[src/rtl/mrx_pkg.sv]
// Shared types, constants and the CRC-16 step function for the Modbus RTU frame receiver.
package mrx_pkg;

    localparam int MRX_BUFFER_BYTES = 64;
    localparam int FRAME_OVERHEAD   = 3;
    localparam int CFG_IDX_W        = 1;
    localparam int CFG_DATA_W       = 8;

    localparam logic [CFG_IDX_W-1:0] REG_SLAVE_ADDR = 1'b0;
    localparam logic [CFG_IDX_W-1:0] REG_DELIVER_EN = 1'b1;

    typedef enum logic [2:0] {
        ST_PAYLOAD    = 3'd0,
        ST_EMPTY      = 3'd1,
        ST_BAD_CRC    = 3'd2,
        ST_OTHER_ADDR = 3'd3,
        ST_DISABLED   = 3'd4,
        ST_OVERFLOW   = 3'd5
    } t_status;

    typedef enum logic {
        K_BYTE    = 1'b0,
        K_SILENCE = 1'b1
    } t_kind;

    typedef enum logic [1:0] {
        S_IDLE  = 2'd0,
        S_FETCH = 2'd1,
        S_EMIT  = 2'd2
    } t_bstate;

    typedef struct packed {
        logic       cmd;
        logic [7:0] rx_byte;
    } t_in_item;

    typedef struct packed {
        t_status    status;
        logic [7:0] payload_byte;
        logic       last;
    } t_out_item;

    typedef struct packed {
        logic       valid;
        t_kind      kind;
        logic [7:0] rx_byte;
    } t_queue_head;

    function automatic logic [15:0] crc_feed(input logic [15:0] crc, input logic [7:0] b);
        logic [15:0] c;
        c = crc ^ {8'h00, b};
        for (int k = 0; k < 8; k++) begin
            c = c[0] ? ((c >> 1) ^ 16'hA001) : (c >> 1);
        end
        return c;
    endfunction

endpackage

[src/rtl/modbus_rtu_frame_receiver_core.sv]
// Top level of the Modbus RTU frame receiver: configuration registers, front end and back end.
//
// Usage: a command (i_in.cmd 0 = received character in i_in.rx_byte, 1 = end of the
// inter-frame silence) is transferred at a rising edge where i_start is high and o_busy
// is low. A two-entry queue sits in front of the frame engine, so o_busy only rises when
// that queue is full. Configuration is written through i_cfg_we, i_cfg_index and
// i_cfg_data with no wait: index 0 is the slave address, index 1 the deliver enable.
// Each result is shown on o_out for exactly one cycle with o_strobe high; the receiver
// cannot stall it, so it must take every strobed transfer.
// A character passes through the queue and is absorbed by the engine while it is idle,
// and the queue drains as fast as it fills while the engine is idle, so characters may
// then follow one another every cycle. At silence a frame that is not delivered gives a
// single status result, registered in the output register; a good frame is emitted as
// N consecutive payload bytes, read from the frame buffer in the FETCH and EMIT states
// and then registered at the output, and the engine takes no command while in FETCH and
// EMIT. Commands arriving meanwhile wait in the queue.
// Reset clears the queue and the frame state, presets the running CRCs to FFFF, and loads slave
// address 1 with delivery disabled; the frame buffer needs no clearing.
module modbus_rtu_frame_receiver_core
    import mrx_pkg::*;
#(
    parameter int BUFFER_BYTES = MRX_BUFFER_BYTES
) (
    input  logic                  i_clk,
    input  logic                  i_rst_n,
    input  logic                  i_start,
    input  t_in_item              i_in,
    output logic                  o_busy,
    output logic                  o_strobe,
    output t_out_item             o_out,
    input  logic                  i_cfg_we,
    input  logic [CFG_IDX_W-1:0]  i_cfg_index,
    input  logic [CFG_DATA_W-1:0] i_cfg_data
);

    logic [7:0]  r_slave_address;
    logic        r_deliver_enable;
    t_queue_head head;
    logic        pop;

    always_ff @(posedge i_clk) begin
        if (!i_rst_n) begin
            r_slave_address  <= 8'd1;
            r_deliver_enable <= 1'b0;
        end else if (i_cfg_we) begin
            case (i_cfg_index)
                REG_SLAVE_ADDR: r_slave_address  <= i_cfg_data[7:0];
                REG_DELIVER_EN: r_deliver_enable <= i_cfg_data[0];
                default: r_deliver_enable <= r_deliver_enable;
            endcase
        end
    end

    mrx_front u_front (
        .i_clk   (i_clk),
        .i_rst_n (i_rst_n),
        .i_start (i_start),
        .i_in    (i_in),
        .o_busy  (o_busy),
        .o_head  (head),
        .i_pop   (pop)
    );

    mrx_back #(
        .BUFFER_BYTES (BUFFER_BYTES)
    ) u_back (
        .i_clk            (i_clk),
        .i_rst_n          (i_rst_n),
        .i_head           (head),
        .o_pop            (pop),
        .i_slave_address  (r_slave_address),
        .i_deliver_enable (r_deliver_enable),
        .o_strobe         (o_strobe),
        .o_out            (o_out)
    );

endmodule

[src/rtl/mrx_front.sv]
// Front end: takes commands, classifies them and holds them in a two-entry queue.
module mrx_front
    import mrx_pkg::*;
(
    input  logic        i_clk,
    input  logic        i_rst_n,
    input  logic        i_start,
    input  t_in_item    i_in,
    output logic        o_busy,
    output t_queue_head o_head,
    input  logic        i_pop
);

    typedef struct packed {
        t_kind      kind;
        logic [7:0] rx_byte;
    } t_entry;

    t_entry     r_q [2];
    logic       r_wr_ptr, n_wr_ptr;
    logic       r_rd_ptr, n_rd_ptr;
    logic [1:0] r_fill, n_fill;
    logic       push;
    logic       pop;

    assign o_busy = (r_fill == 2'd2);
    assign push   = i_start && !o_busy;
    assign pop    = i_pop && (r_fill != 2'd0);

    always_comb begin
        n_wr_ptr = push ? ~r_wr_ptr : r_wr_ptr;
        n_rd_ptr = pop ? ~r_rd_ptr : r_rd_ptr;
        n_fill   = r_fill + {1'b0, push} - {1'b0, pop};
    end

    always_ff @(posedge i_clk) begin
        if (!i_rst_n) begin
            r_wr_ptr <= 1'b0;
            r_rd_ptr <= 1'b0;
            r_fill   <= 2'd0;
        end else begin
            r_wr_ptr <= n_wr_ptr;
            r_rd_ptr <= n_rd_ptr;
            r_fill   <= n_fill;
        end
    end

    always_ff @(posedge i_clk) begin
        if (push) begin
            r_q[r_wr_ptr].kind    <= i_in.cmd ? K_SILENCE : K_BYTE;
            r_q[r_wr_ptr].rx_byte <= i_in.rx_byte;
        end
    end

    always_comb begin
        o_head.valid   = (r_fill != 2'd0);
        o_head.kind    = r_q[r_rd_ptr].kind;
        o_head.rx_byte = r_q[r_rd_ptr].rx_byte;
    end

endmodule

[src/rtl/mrx_back.sv]
// Back end: frame buffer, running CRCs, frame checking and result emission.
module mrx_back
    import mrx_pkg::*;
#(
    parameter int BUFFER_BYTES = MRX_BUFFER_BYTES
) (
    input  logic        i_clk,
    input  logic        i_rst_n,
    input  t_queue_head i_head,
    output logic        o_pop,
    input  logic [7:0]  i_slave_address,
    input  logic        i_deliver_enable,
    output logic        o_strobe,
    output t_out_item   o_out
);

    localparam int CW = $clog2(BUFFER_BYTES + 1);
    localparam int IW = $clog2(BUFFER_BYTES);

    logic [7:0]    mem [BUFFER_BYTES];

    t_bstate       r_state, n_state;
    logic [CW-1:0] r_count, n_count;
    logic          r_ovf, n_ovf;
    logic [15:0]   r_crc0, n_crc0;
    logic [15:0]   r_crc1, n_crc1;
    logic [7:0]    r_byte0, n_byte0;
    logic [7:0]    r_byte1, n_byte1;
    logic [IW-1:0] r_ptr, n_ptr;
    logic [CW-1:0] r_left, n_left;
    logic [7:0]    r_rd_data;
    t_out_item     r_out, n_out;
    logic          r_strobe, n_strobe;

    logic          is_byte;
    logic          is_silence;
    logic          has_room;
    logic          mem_we;
    logic          good0;
    logic          good1;
    logic          start;
    logic [7:0]    addr_byte;
    logic [CW-1:0] len;
    logic          deliver;

    assign is_byte    = (r_state == S_IDLE) && i_head.valid && (i_head.kind == K_BYTE);
    assign is_silence = (r_state == S_IDLE) && i_head.valid && (i_head.kind == K_SILENCE);
    assign has_room   = (r_count < CW'(BUFFER_BYTES));
    assign mem_we     = is_byte && has_room;

    assign good0     = (r_count >= CW'(FRAME_OVERHEAD)) && (r_crc0 == 16'h0000);
    assign good1     = (r_count >= CW'(FRAME_OVERHEAD + 1)) && (r_crc1 == 16'h0000);
    assign start     = !good0;
    assign addr_byte = good0 ? r_byte0 : r_byte1;
    assign len       = r_count - {{(CW-1){1'b0}}, start} - CW'(FRAME_OVERHEAD);
    assign deliver   = i_deliver_enable && !r_ovf && (good0 || good1)
                       && (addr_byte == i_slave_address) && (len != '0);

    always_comb begin
        n_state = r_state;
        case (r_state)
            S_IDLE: begin
                if (is_silence && deliver) begin
                    n_state = S_FETCH;
                end
            end
            S_FETCH: begin
                n_state = S_EMIT;
            end
            S_EMIT: begin
                if (r_left == CW'(1)) begin
                    n_state = S_IDLE;
                end
            end
            default: begin
                n_state = S_IDLE;
            end
        endcase
    end

    always_comb begin
        o_pop    = (r_state == S_IDLE) && i_head.valid;
        n_count  = r_count;
        n_ovf    = r_ovf;
        n_crc0   = r_crc0;
        n_crc1   = r_crc1;
        n_byte0  = r_byte0;
        n_byte1  = r_byte1;
        n_ptr    = r_ptr;
        n_left   = r_left;
        n_out    = r_out;
        n_strobe = 1'b0;
        case (r_state)
            S_IDLE: begin
                if (is_byte) begin
                    if (has_room) begin
                        n_crc0  = crc_feed(r_crc0, i_head.rx_byte);
                        if (r_count != '0) begin
                            n_crc1 = crc_feed(r_crc1, i_head.rx_byte);
                        end
                        if (r_count == CW'(0)) begin
                            n_byte0 = i_head.rx_byte;
                        end
                        if (r_count == CW'(1)) begin
                            n_byte1 = i_head.rx_byte;
                        end
                        n_count = r_count + CW'(1);
                    end else begin
                        n_ovf = 1'b1;
                    end
                end else if (is_silence) begin
                    n_count = '0;
                    n_ovf   = 1'b0;
                    n_crc0  = 16'hFFFF;
                    n_crc1  = 16'hFFFF;
                    n_ptr   = {{(IW-1){1'b0}}, start} + IW'(1);
                    n_left  = len;
                    n_out.payload_byte = 8'h00;
                    n_out.last         = 1'b1;
                    if (!i_deliver_enable) begin
                        n_out.status = ST_DISABLED;
                        n_strobe     = 1'b1;
                    end else if (r_ovf) begin
                        n_out.status = ST_OVERFLOW;
                        n_strobe     = 1'b1;
                    end else if (!good0 && !good1) begin
                        n_out.status = ST_BAD_CRC;
                        n_strobe     = 1'b1;
                    end else if (addr_byte != i_slave_address) begin
                        n_out.status = ST_OTHER_ADDR;
                        n_strobe     = 1'b1;
                    end else if (len == '0) begin
                        n_out.status = ST_EMPTY;
                        n_strobe     = 1'b1;
                    end
                end
            end
            S_FETCH: begin
                n_ptr = r_ptr + IW'(1);
            end
            S_EMIT: begin
                n_ptr              = r_ptr + IW'(1);
                n_left             = r_left - CW'(1);
                n_out.status       = ST_PAYLOAD;
                n_out.payload_byte = r_rd_data;
                n_out.last         = (r_left == CW'(1));
                n_strobe           = 1'b1;
            end
            default: begin
                n_strobe = 1'b0;
            end
        endcase
    end

    always_ff @(posedge i_clk) begin
        if (!i_rst_n) begin
            r_state  <= S_IDLE;
            r_count  <= '0;
            r_ovf    <= 1'b0;
            r_crc0   <= 16'hFFFF;
            r_crc1   <= 16'hFFFF;
            r_left   <= '0;
            r_strobe <= 1'b0;
        end else begin
            r_state  <= n_state;
            r_count  <= n_count;
            r_ovf    <= n_ovf;
            r_crc0   <= n_crc0;
            r_crc1   <= n_crc1;
            r_left   <= n_left;
            r_strobe <= n_strobe;
        end
    end

    always_ff @(posedge i_clk) begin
        r_byte0 <= n_byte0;
        r_byte1 <= n_byte1;
        r_ptr   <= n_ptr;
        r_out   <= n_out;
    end

    always_ff @(posedge i_clk) begin
        if (mem_we) begin
            mem[r_count[IW-1:0]] <= i_head.rx_byte;
        end
        r_rd_data <= mem[r_ptr];
    end

    assign o_strobe = r_strobe;
    assign o_out    = r_out;

endmodule
[config.mk]
export PLATFORM = sky130hd
export DESIGN_NAME = modbus_rtu_frame_receiver_core
export DESIGN_NICKNAME = d
export VERILOG_FILES = /design/src/rtl/mrx_pkg.sv /design/src/rtl/modbus_rtu_frame_receiver_core.sv /design/src/rtl/mrx_front.sv /design/src/rtl/mrx_back.sv
export SDC_FILE = /design/constraint.sdc
export NUM_CORES = 1
export LEC_CHECK = 0
export ABC_AREA = 1
export BUFFER_PORTS_ARGS = -buffer_cell sky130_fd_sc_hd__buf_2
export CAP_MARGIN = 20
export CORE_MARGIN = 3
export CORE_UTILIZATION = 44
export DETAILED_ROUTE_END_ITERATION = 8
export PLACE_DENSITY_LB_ADDON = 0.3
export SYNTH_ARGS = -nofsm -noshare
export SYNTH_HDL_FRONTEND = slang
export SYNTH_SLANG_ARGS = --single-unit
[constraint.sdc]
create_clock -name i_clk -period 3.1 [get_ports i_clk]
set_input_delay 0.31 -clock i_clk [delete_from_list [all_inputs] [get_ports i_clk]]
set_output_delay 0.31 -clock i_clk [all_outputs]
set_load 0.1 [all_outputs]
==> results of run 1 <==
-- metal layers --
metal / track usage [%] / wire [um] / vias up
li1: - / - / 8153
met1: 27.9 / 27700 / 8609
met2: 33.2 / 30600 / 695
met3: 3.91 / 4370 / 149
met4: 7.66 / 2380 / 0
met5: 0 / 0 / -
-- metrics by stage --
| step | util (%) | instances | total power (W) | worst slack, ps |
|---|---|---|---|---|
| after floorplan | - | 2171 | 0.0150 | 171 |
| after global placement | 47.6 | 2962 | 0.0169 | 300 |
| after detailed placement | 47.6 | 2962 | 0.0171 | 261 |
| after CTS | 51.4 | 3089 | 0.0247 | 259 |
| after global routing | 51.4 | 3089 | 0.0258 | 17.8 |
| final | 51.4 | 3089 | 0.0246 | 274 |
-- where the power goes --
part	internal, W	switching [W]
combinational	0.00160	0.00443
clock	0.00448	0.00317
sequential	0.0106	0.000299
total	0.0167	0.00791
-- cell type report --
cell class | instances | area, sq um
inverter | 100 | 380
clock buffer | 80 | 1780
sequential | 636 | 18400
tap | 765 | 957
timing repair buffer | 169 | 1310
multi-input combinational | 1307 | 6870
fill | 4915 | 28300
clock inverter | 32 | 283
-- registers in the layout, summed over array words and instances (netlist names), 6 cells and up, named ones only --
name,count
u_back.r_rd_data,8
u_back.r_byte1,8
u_back.r_byte0,8
u_back.r_ptr,6
u_back.r_crc0,16
u_back.mem,512
u_back.r_crc1,16
r_slave_address,8
u_front.r_q,18
u_back.o_out,12
u_back.r_left,7
u_back.r_count,7
-- logic make-up after synthesis --
kind of cell	count (synthesis)
compound gates	521
xor+xnor	38
fa+ha+maj	14
buf+inv	228
flops	636
mux	2
simple gates	732
-- Yosys cell counts, types with 6 or more instances --
library cell / count
edfxtp_1: 564
nor2_1: 377
o21ai_0: 313
nand2_1: 160
nand3_1: 160
o221ai_1: 124
clkbuf_1: 113
inv_1: 92
dfxtp_1: 72
a21oi_1: 39
xor2_1: 22
o211ai_1: 17
ha_1: 14
xnor2_1: 11
buf_2: 8
nor3_1: 8
nand4_1: 6
-- worst max-delay path: stages, from the launching register on --
cell and delay [ps]:
dfxtp_1 430, inv_2 120, nand3_1 80, nand2_1 100, nor2_4 220, nor2_4 60, ha_1 180, ha_1 190
inv_1 60, ha_1 170, nand3_1 100, xor2_1 200, nor3_1 80, a31oi_1 210, nand3_2 130, o21ai_0 160
inv_1 100
-- worst paths after layout --
path,start,end,depth (start not counted)
min reg2reg,u_front.r_rd_ptr,u_front.r_rd_ptr,1
max,u_back.r_count[2],u_back.o_out[10],16
min,i_cfg_index,r_deliver_enable,4
max reg2reg,u_back.r_count[2],u_back.o_out[10],16
-- cell usage in the layout, fill, tap and decap left out, types with 6 or more instances in the layout --
| cell type | instances |
|---|---|
| o221ai_1 | 124 |
| dlygate4sd3_1 | 15 |
| clkbuf_16 | 69 |
| o21ai_4 | 7 |
| xor2_1 | 22 |
| clkinv_1 | 21 |
| ha_1 | 14 |
| o211ai_1 | 17 |
| a21oi_1 | 39 |
| clkbuf_1 | 10 |
| dfxtp_1 | 72 |
| nand3_1 | 160 |
| buf_4 | 112 |
| edfxtp_1 | 564 |
| nand4_1 | 6 |
| buf_12 | 7 |
| nor3_1 | 8 |
| xnor2_1 | 11 |
| nand2_1 | 160 |
| nor2_1 | 377 |
| o21ai_0 | 313 |
| clkinv_2 | 6 |
| inv_1 | 89 |
| buf_2 | 35 |
==> results.sh, run 1 <==
export IMPL_overflow=0
export IMPL_hold_path_class="in2reg"
export IMPL_crit_path_end_kind="register"
export IMPL_io_pins=36
export IMPL_syn_area_sq_um=26100
export IMPL_place_hpwl_um=37800
export IMPL_hold_buffers=15
export IMPL_drc=0
export IMPL_grt_max_degree=193
export IMPL_p_leak_nw=10.3
export IMPL_synth_top_family_by_area="compound AO/OA/AOI/OAI gates"
export IMPL_fin_crit_sh_pct=91.2
export IMPL_setup_viol=0
export IMPL_initial_core_util_pct=44.9
export IMPL_die_y_um=250
export IMPL_synthXorXnorAreaFrac_pct=1.46
export IMPL_finalSetupTns_ps=0
export IMPL_grt_pass1_vias=17400
export IMPL_cts_buffers=66
export IMPL_syn_nets=2207
export IMPL_ant_nets=0
export IMPL_area_growth_pct=14.7
export IMPL_rsz0062_at_grt="false"
export IMPL_cts_tree="built"
export IMPL_antenna_cells=0
export IMPL_cts_root_buf="clkbuf_16"
export IMPL_cp_max_fo=8
export IMPL_firstDrtPassIters=5
export IMPL_antenna_found_initial=0
export IMPL_drive_gt1_share_pct=11.9
export IMPL_synth_enable_flop_cells=564
export IMPL_ys_types=47
export IMPL_clock_sinks=636
export IMPL_ys_ff_latch=636
export IMPL_cts_max_path_buffers=3
export IMPL_final_cell_area_sq_um=30000
export IMPL_async_reset_ff_share_pct=0
export IMPL_vias=17600
export IMPL_critPathKind="reg2reg"
export IMPL_yosysSeqAreaShare_pct=70.3
export IMPL_nNetsFinal=2316
export IMPL_synthCells=2171
export IMPL_syn_area_per_cell_sq_um=12.0
export IMPL_cap_viol_max_count=0
export IMPL_yosys_top_cells_area="edfxtp_1 (65%), o21ai_0 (6.0%), dfxtp_1 (5.5%)"
export IMPL_fin_crit_ps=2830
export IMPL_synthFlopType="edfxtp_1"
export IMPL_post_cts_resized=0
export IMPL_max_clock_freq_mhz=354
export IMPL_max_vdd_ir_drop_mv=0.629
export IMPL_die_x_um=250
export IMPL_cp_start_kind="register"
export IMPL_required_ps=3440
export IMPL_crit_arrival_ps=3170
export IMPL_yosys_warnings=0
export IMPL_status="finished clean"
export IMPL_finalHoldViolCount=0
export IMPL_first_iter_violations=1819
export IMPL_gp_congestion=0.873
export IMPL_core_area_sq_um=58200
export IMPL_synth_area_leader_cell="edfxtp_1"
export IMPL_track_usage_pct=20.6
export IMPL_hold_ws_ps=34.5
export IMPL_grt_pass1_wl_um=100000
export IMPL_synth_top_area_share_pct=64.8
export IMPL_clk_pin_slew_ps=60
export IMPL_wl_per_cell_um=21.1
export IMPL_rows=88
export IMPL_dieArea_sq_um=62300
export IMPL_synth_compound_gate_area_share_pct=12.3
export IMPL_post_cts_buffers=0
export IMPL_power_density_nw_per_um2=822
export IMPL_synthMuxAreaShare_pct=0.0814
export IMPL_portBuffers=35
export IMPL_synth_simple_area_share_pct=11.7
export IMPL_reg2reg_slack_ps=270
export IMPL_clock_skew_ps=27.3
export IMPL_h_tree_depth=3
export IMPL_drt_wl_total_um=65100
export IMPL_worst_slew_pin_transition_ps=899
export IMPL_clk_latency_ps=600
export IMPL_dpl_instance_area_sq_um=27700
export IMPL_synthAdderAreaFrac_pct=0.670
export IMPL_vias_per_cell=5.70
export IMPL_drv_slew=0
export IMPL_slew_headroom_pct=39.8
No activity file was read; power rests on OpenSTA's default activity.
==> run 2, diff against run 1 <==
--- a/config.mk
+++ b/config.mk
@@ -5,7 +5,6 @@
 export SDC_FILE = /design/constraint.sdc
 export NUM_CORES = 1
 export LEC_CHECK = 0
-export ABC_AREA = 1
 export BUFFER_PORTS_ARGS = -buffer_cell sky130_fd_sc_hd__buf_2
 export CAP_MARGIN = 20
 export CORE_MARGIN = 3
==> results.sh, run 2 <==
export IMPL_portBuffers=35
export IMPL_drc=0
export IMPL_drv_slew=0
export IMPL_ys_ff_latch=636
export IMPL_rows=87
export IMPL_cpMaxStageDelayCell="or3_4"
export IMPL_post_cts_buffers=0
export IMPL_wl_per_cell_um=23.5
export IMPL_yosysMostFrequentCell="edfxtp_1"
export IMPL_overflow=0
export IMPL_initial_core_util_pct=44.8
export IMPL_final_cell_area_sq_um=29900
export IMPL_critPathKind="reg2reg"
export IMPL_max_vdd_ir_drop_mv=0.427
export IMPL_hold_ws_ps=37.3
export IMPL_io_pins=36
export IMPL_layout_commonest_cell="edfxtp_1"
export IMPL_path_cells="or3_4 -> nor4b_4 -> nand2b_4 -> inv_2 -> ha_2 -> ha_4 -> inv_2 -> ha_4 -> nand2_2 -> xor2_2 -> nand4_1 -> o31ai_2 -> or3_4 -> nor2_2 -> nor2_2"
export IMPL_slowest_delay_ps=390
export IMPL_drive_gt1_share_pct=29.3
export IMPL_crit_arrival_ps=3260
export IMPL_synth_top_area_share_pct=66.7
export IMPL_synthFlopType="edfxtp_1"
export IMPL_vias_per_cell=5.57
export IMPL_firstDrtPassIters=5
export IMPL_gp_congestion=0.837
export IMPL_crit_path_end_kind="register"
export IMPL_h_tree_depth=3
export IMPL_synthTopCellsByCount="edfxtp_1 (564), mux4_2 (168), nor2_1 (99)"
export IMPL_slew_headroom_pct=34.1
export IMPL_critPathBufInv=2
export IMPL_layout_common_cells="edfxtp_1 (564), mux4_2 (168), buf_4 (123)"
export IMPL_area_growth_pct=17.7
export IMPL_grt_max_degree=67
export IMPL_cp_max_fo=4
export IMPL_cts_buffers=66
export IMPL_fin_crit_sh_pct=96.1
export IMPL_cts_tree="built"
export IMPL_hold_path_class="in2reg"
export IMPL_finalHoldViolCount=0
export IMPL_nFillCells=4392
export IMPL_synth_enable_flop_cells=564
export IMPL_die_x_um=246
export IMPL_crit_family="simple AND/OR/NAND/NOR gates"
export IMPL_yosys_warnings=0
export IMPL_clk_pin_slew_ps=60
export IMPL_stdcell_count=2364
export IMPL_drt_wl_total_um=55600
export IMPL_first_iter_violations=1164
export IMPL_cts_max_path_buffers=3
export IMPL_rsz0062_at_grt="false"
export IMPL_worst_slew_pin_transition_ps=978
export IMPL_setup_viol=0
export IMPL_status="finished clean"
export IMPL_nNetsFinal=1592
export IMPL_required_ps=3380
export IMPL_clock_sinks=636
export IMPL_cap_viol_max_count=0
export IMPL_ys_types=56
export IMPL_largest_reg_flops=512
export IMPL_fin_crit_ps=2980
export IMPL_clk_latency_ps=590
export IMPL_yosys_top_cells_area="edfxtp_1 (67%), mux4_2 (15%), dfxtp_1 (5.7%)"
export IMPL_dieArea_sq_um=60700
export IMPL_syn_area_sq_um=25400
export IMPL_cts_root_buf="clkbuf_16"
export IMPL_max_clock_freq_mhz=336
export IMPL_core_area_sq_um=56700
export IMPL_post_route_worst_setup_slack_ps=121
export IMPL_antenna_found_initial=0
export IMPL_yosysSeqAreaShare_pct=72.3
export IMPL_clock_skew_ps=22.3
export IMPL_syn_area_per_cell_sq_um=18.6
export IMPL_grt_pass1_vias=13400
export IMPL_ant_nets=0
export IMPL_synth_area_leader_cell="edfxtp_1"
export IMPL_grt_pass1_wl_um=84600
export IMPL_place_hpwl_um=35100
export IMPL_cp_start_kind="register"
export IMPL_vias=13200
export IMPL_synthCells=1368
export IMPL_power_density_nw_per_um2=815
export IMPL_async_reset_ff_share_pct=0
export IMPL_die_y_um=246
export IMPL_p_leak_nw=10.0
export IMPL_dp_cells=2227
export IMPL_antenna_cells=0
export IMPL_track_usage_pct=18.9
export IMPL_place_ws_ps=-15.9
export IMPL_dpl_instance_area_sq_um=27400
export IMPL_syn_nets=1404
[run 2: through the flow]
step,total power [W],setup TNS [ps],utilization (%)
after floorplan,0.0146,0,-
after detailed placement,0.0164,-47.7,48.4
after CTS,0.0246,0,52.6
after global routing,0.0254,0,52.8
after global placement,0.0163,0,48.4
final,0.0244,0,52.8
[run 2: power by group]
part           internal [W]  switching (W)  total [W]
combinational       0.00211        0.00330    0.00541
clock               0.00505        0.00313    0.00818
sequential           0.0105       0.000296     0.0108
total                0.0177        0.00672     0.0244
[run 2: cell families after synthesis]
| family | Yosys count | synth area share (%) |
|---|---|---|
| buffers and inverters | 102 | 1.60 |
| multiplexers | 184 | 15.5 |
| flip-flops | 636 | 72.3 |
| XOR/XNOR | 73 | 2.60 |
| AND/OR/NAND/NOR | 276 | 5.09 |
| AO/OA/AOI/OAI | 83 | 2.15 |
| adder cells (fa/ha/maj) | 14 | 0.689 |
[run 2: per-layer routing]
| layer | wire, um | track usage, % |
|---|---|---|
| met4 | 1140 | 5.56 |
| met3 | 2950 | 2.79 |
| met1 | 24300 | 26.9 |
| met5 | 0 | 0 |
| met2 | 27200 | 30.5 |
[run 2: worst paths after layout]
check	start	to	slack [ps]	depth (start not counted)
worst max-delay path	u_back.r_count[4]	u_back.o_out[9]	120	15
worst min-delay path	i_cfg_index	r_deliver_enable	40	3
worst max register to register	u_back.r_count[4]	u_back.o_out[9]	120	15
worst min register to register	r_slave_address[4]	r_slave_address[4]	480	2
[run 2: final cells by class]
class	count	area [sq um]	area share [%]
Clock buffer	84	1810	6.06
Clock inverter	36	448	1.50
Inverter	36	135	0.452
Multi-Input combinational cell	630	6710	22.4
Sequential cell	636	18400	61.4
Tap cell	756	946	3.16
Timing Repair Buffer	186	1490	4.98
[run 2: worst reg2reg max path, stage by stage (launching register included)]
cell,delay [ps]
dfxtp_2,320
or3_4,390
nor4b_4,240
nand2b_4,180
inv_2,40
ha_2,170
ha_4,160
inv_2,60
ha_4,130
nand2_2,60
xor2_2,170
nand4_1,130
o31ai_2,250
or3_4,190
nor2_2,40
nor2_2,160
[run 2: repair_timing]
item	4_1_cts	5_1_grt
resized for setup	1	14
pin swaps	0	7
endpoints found under the setup margin	3	12
hold endpoints to repair	27	0
hold buffers	17	0
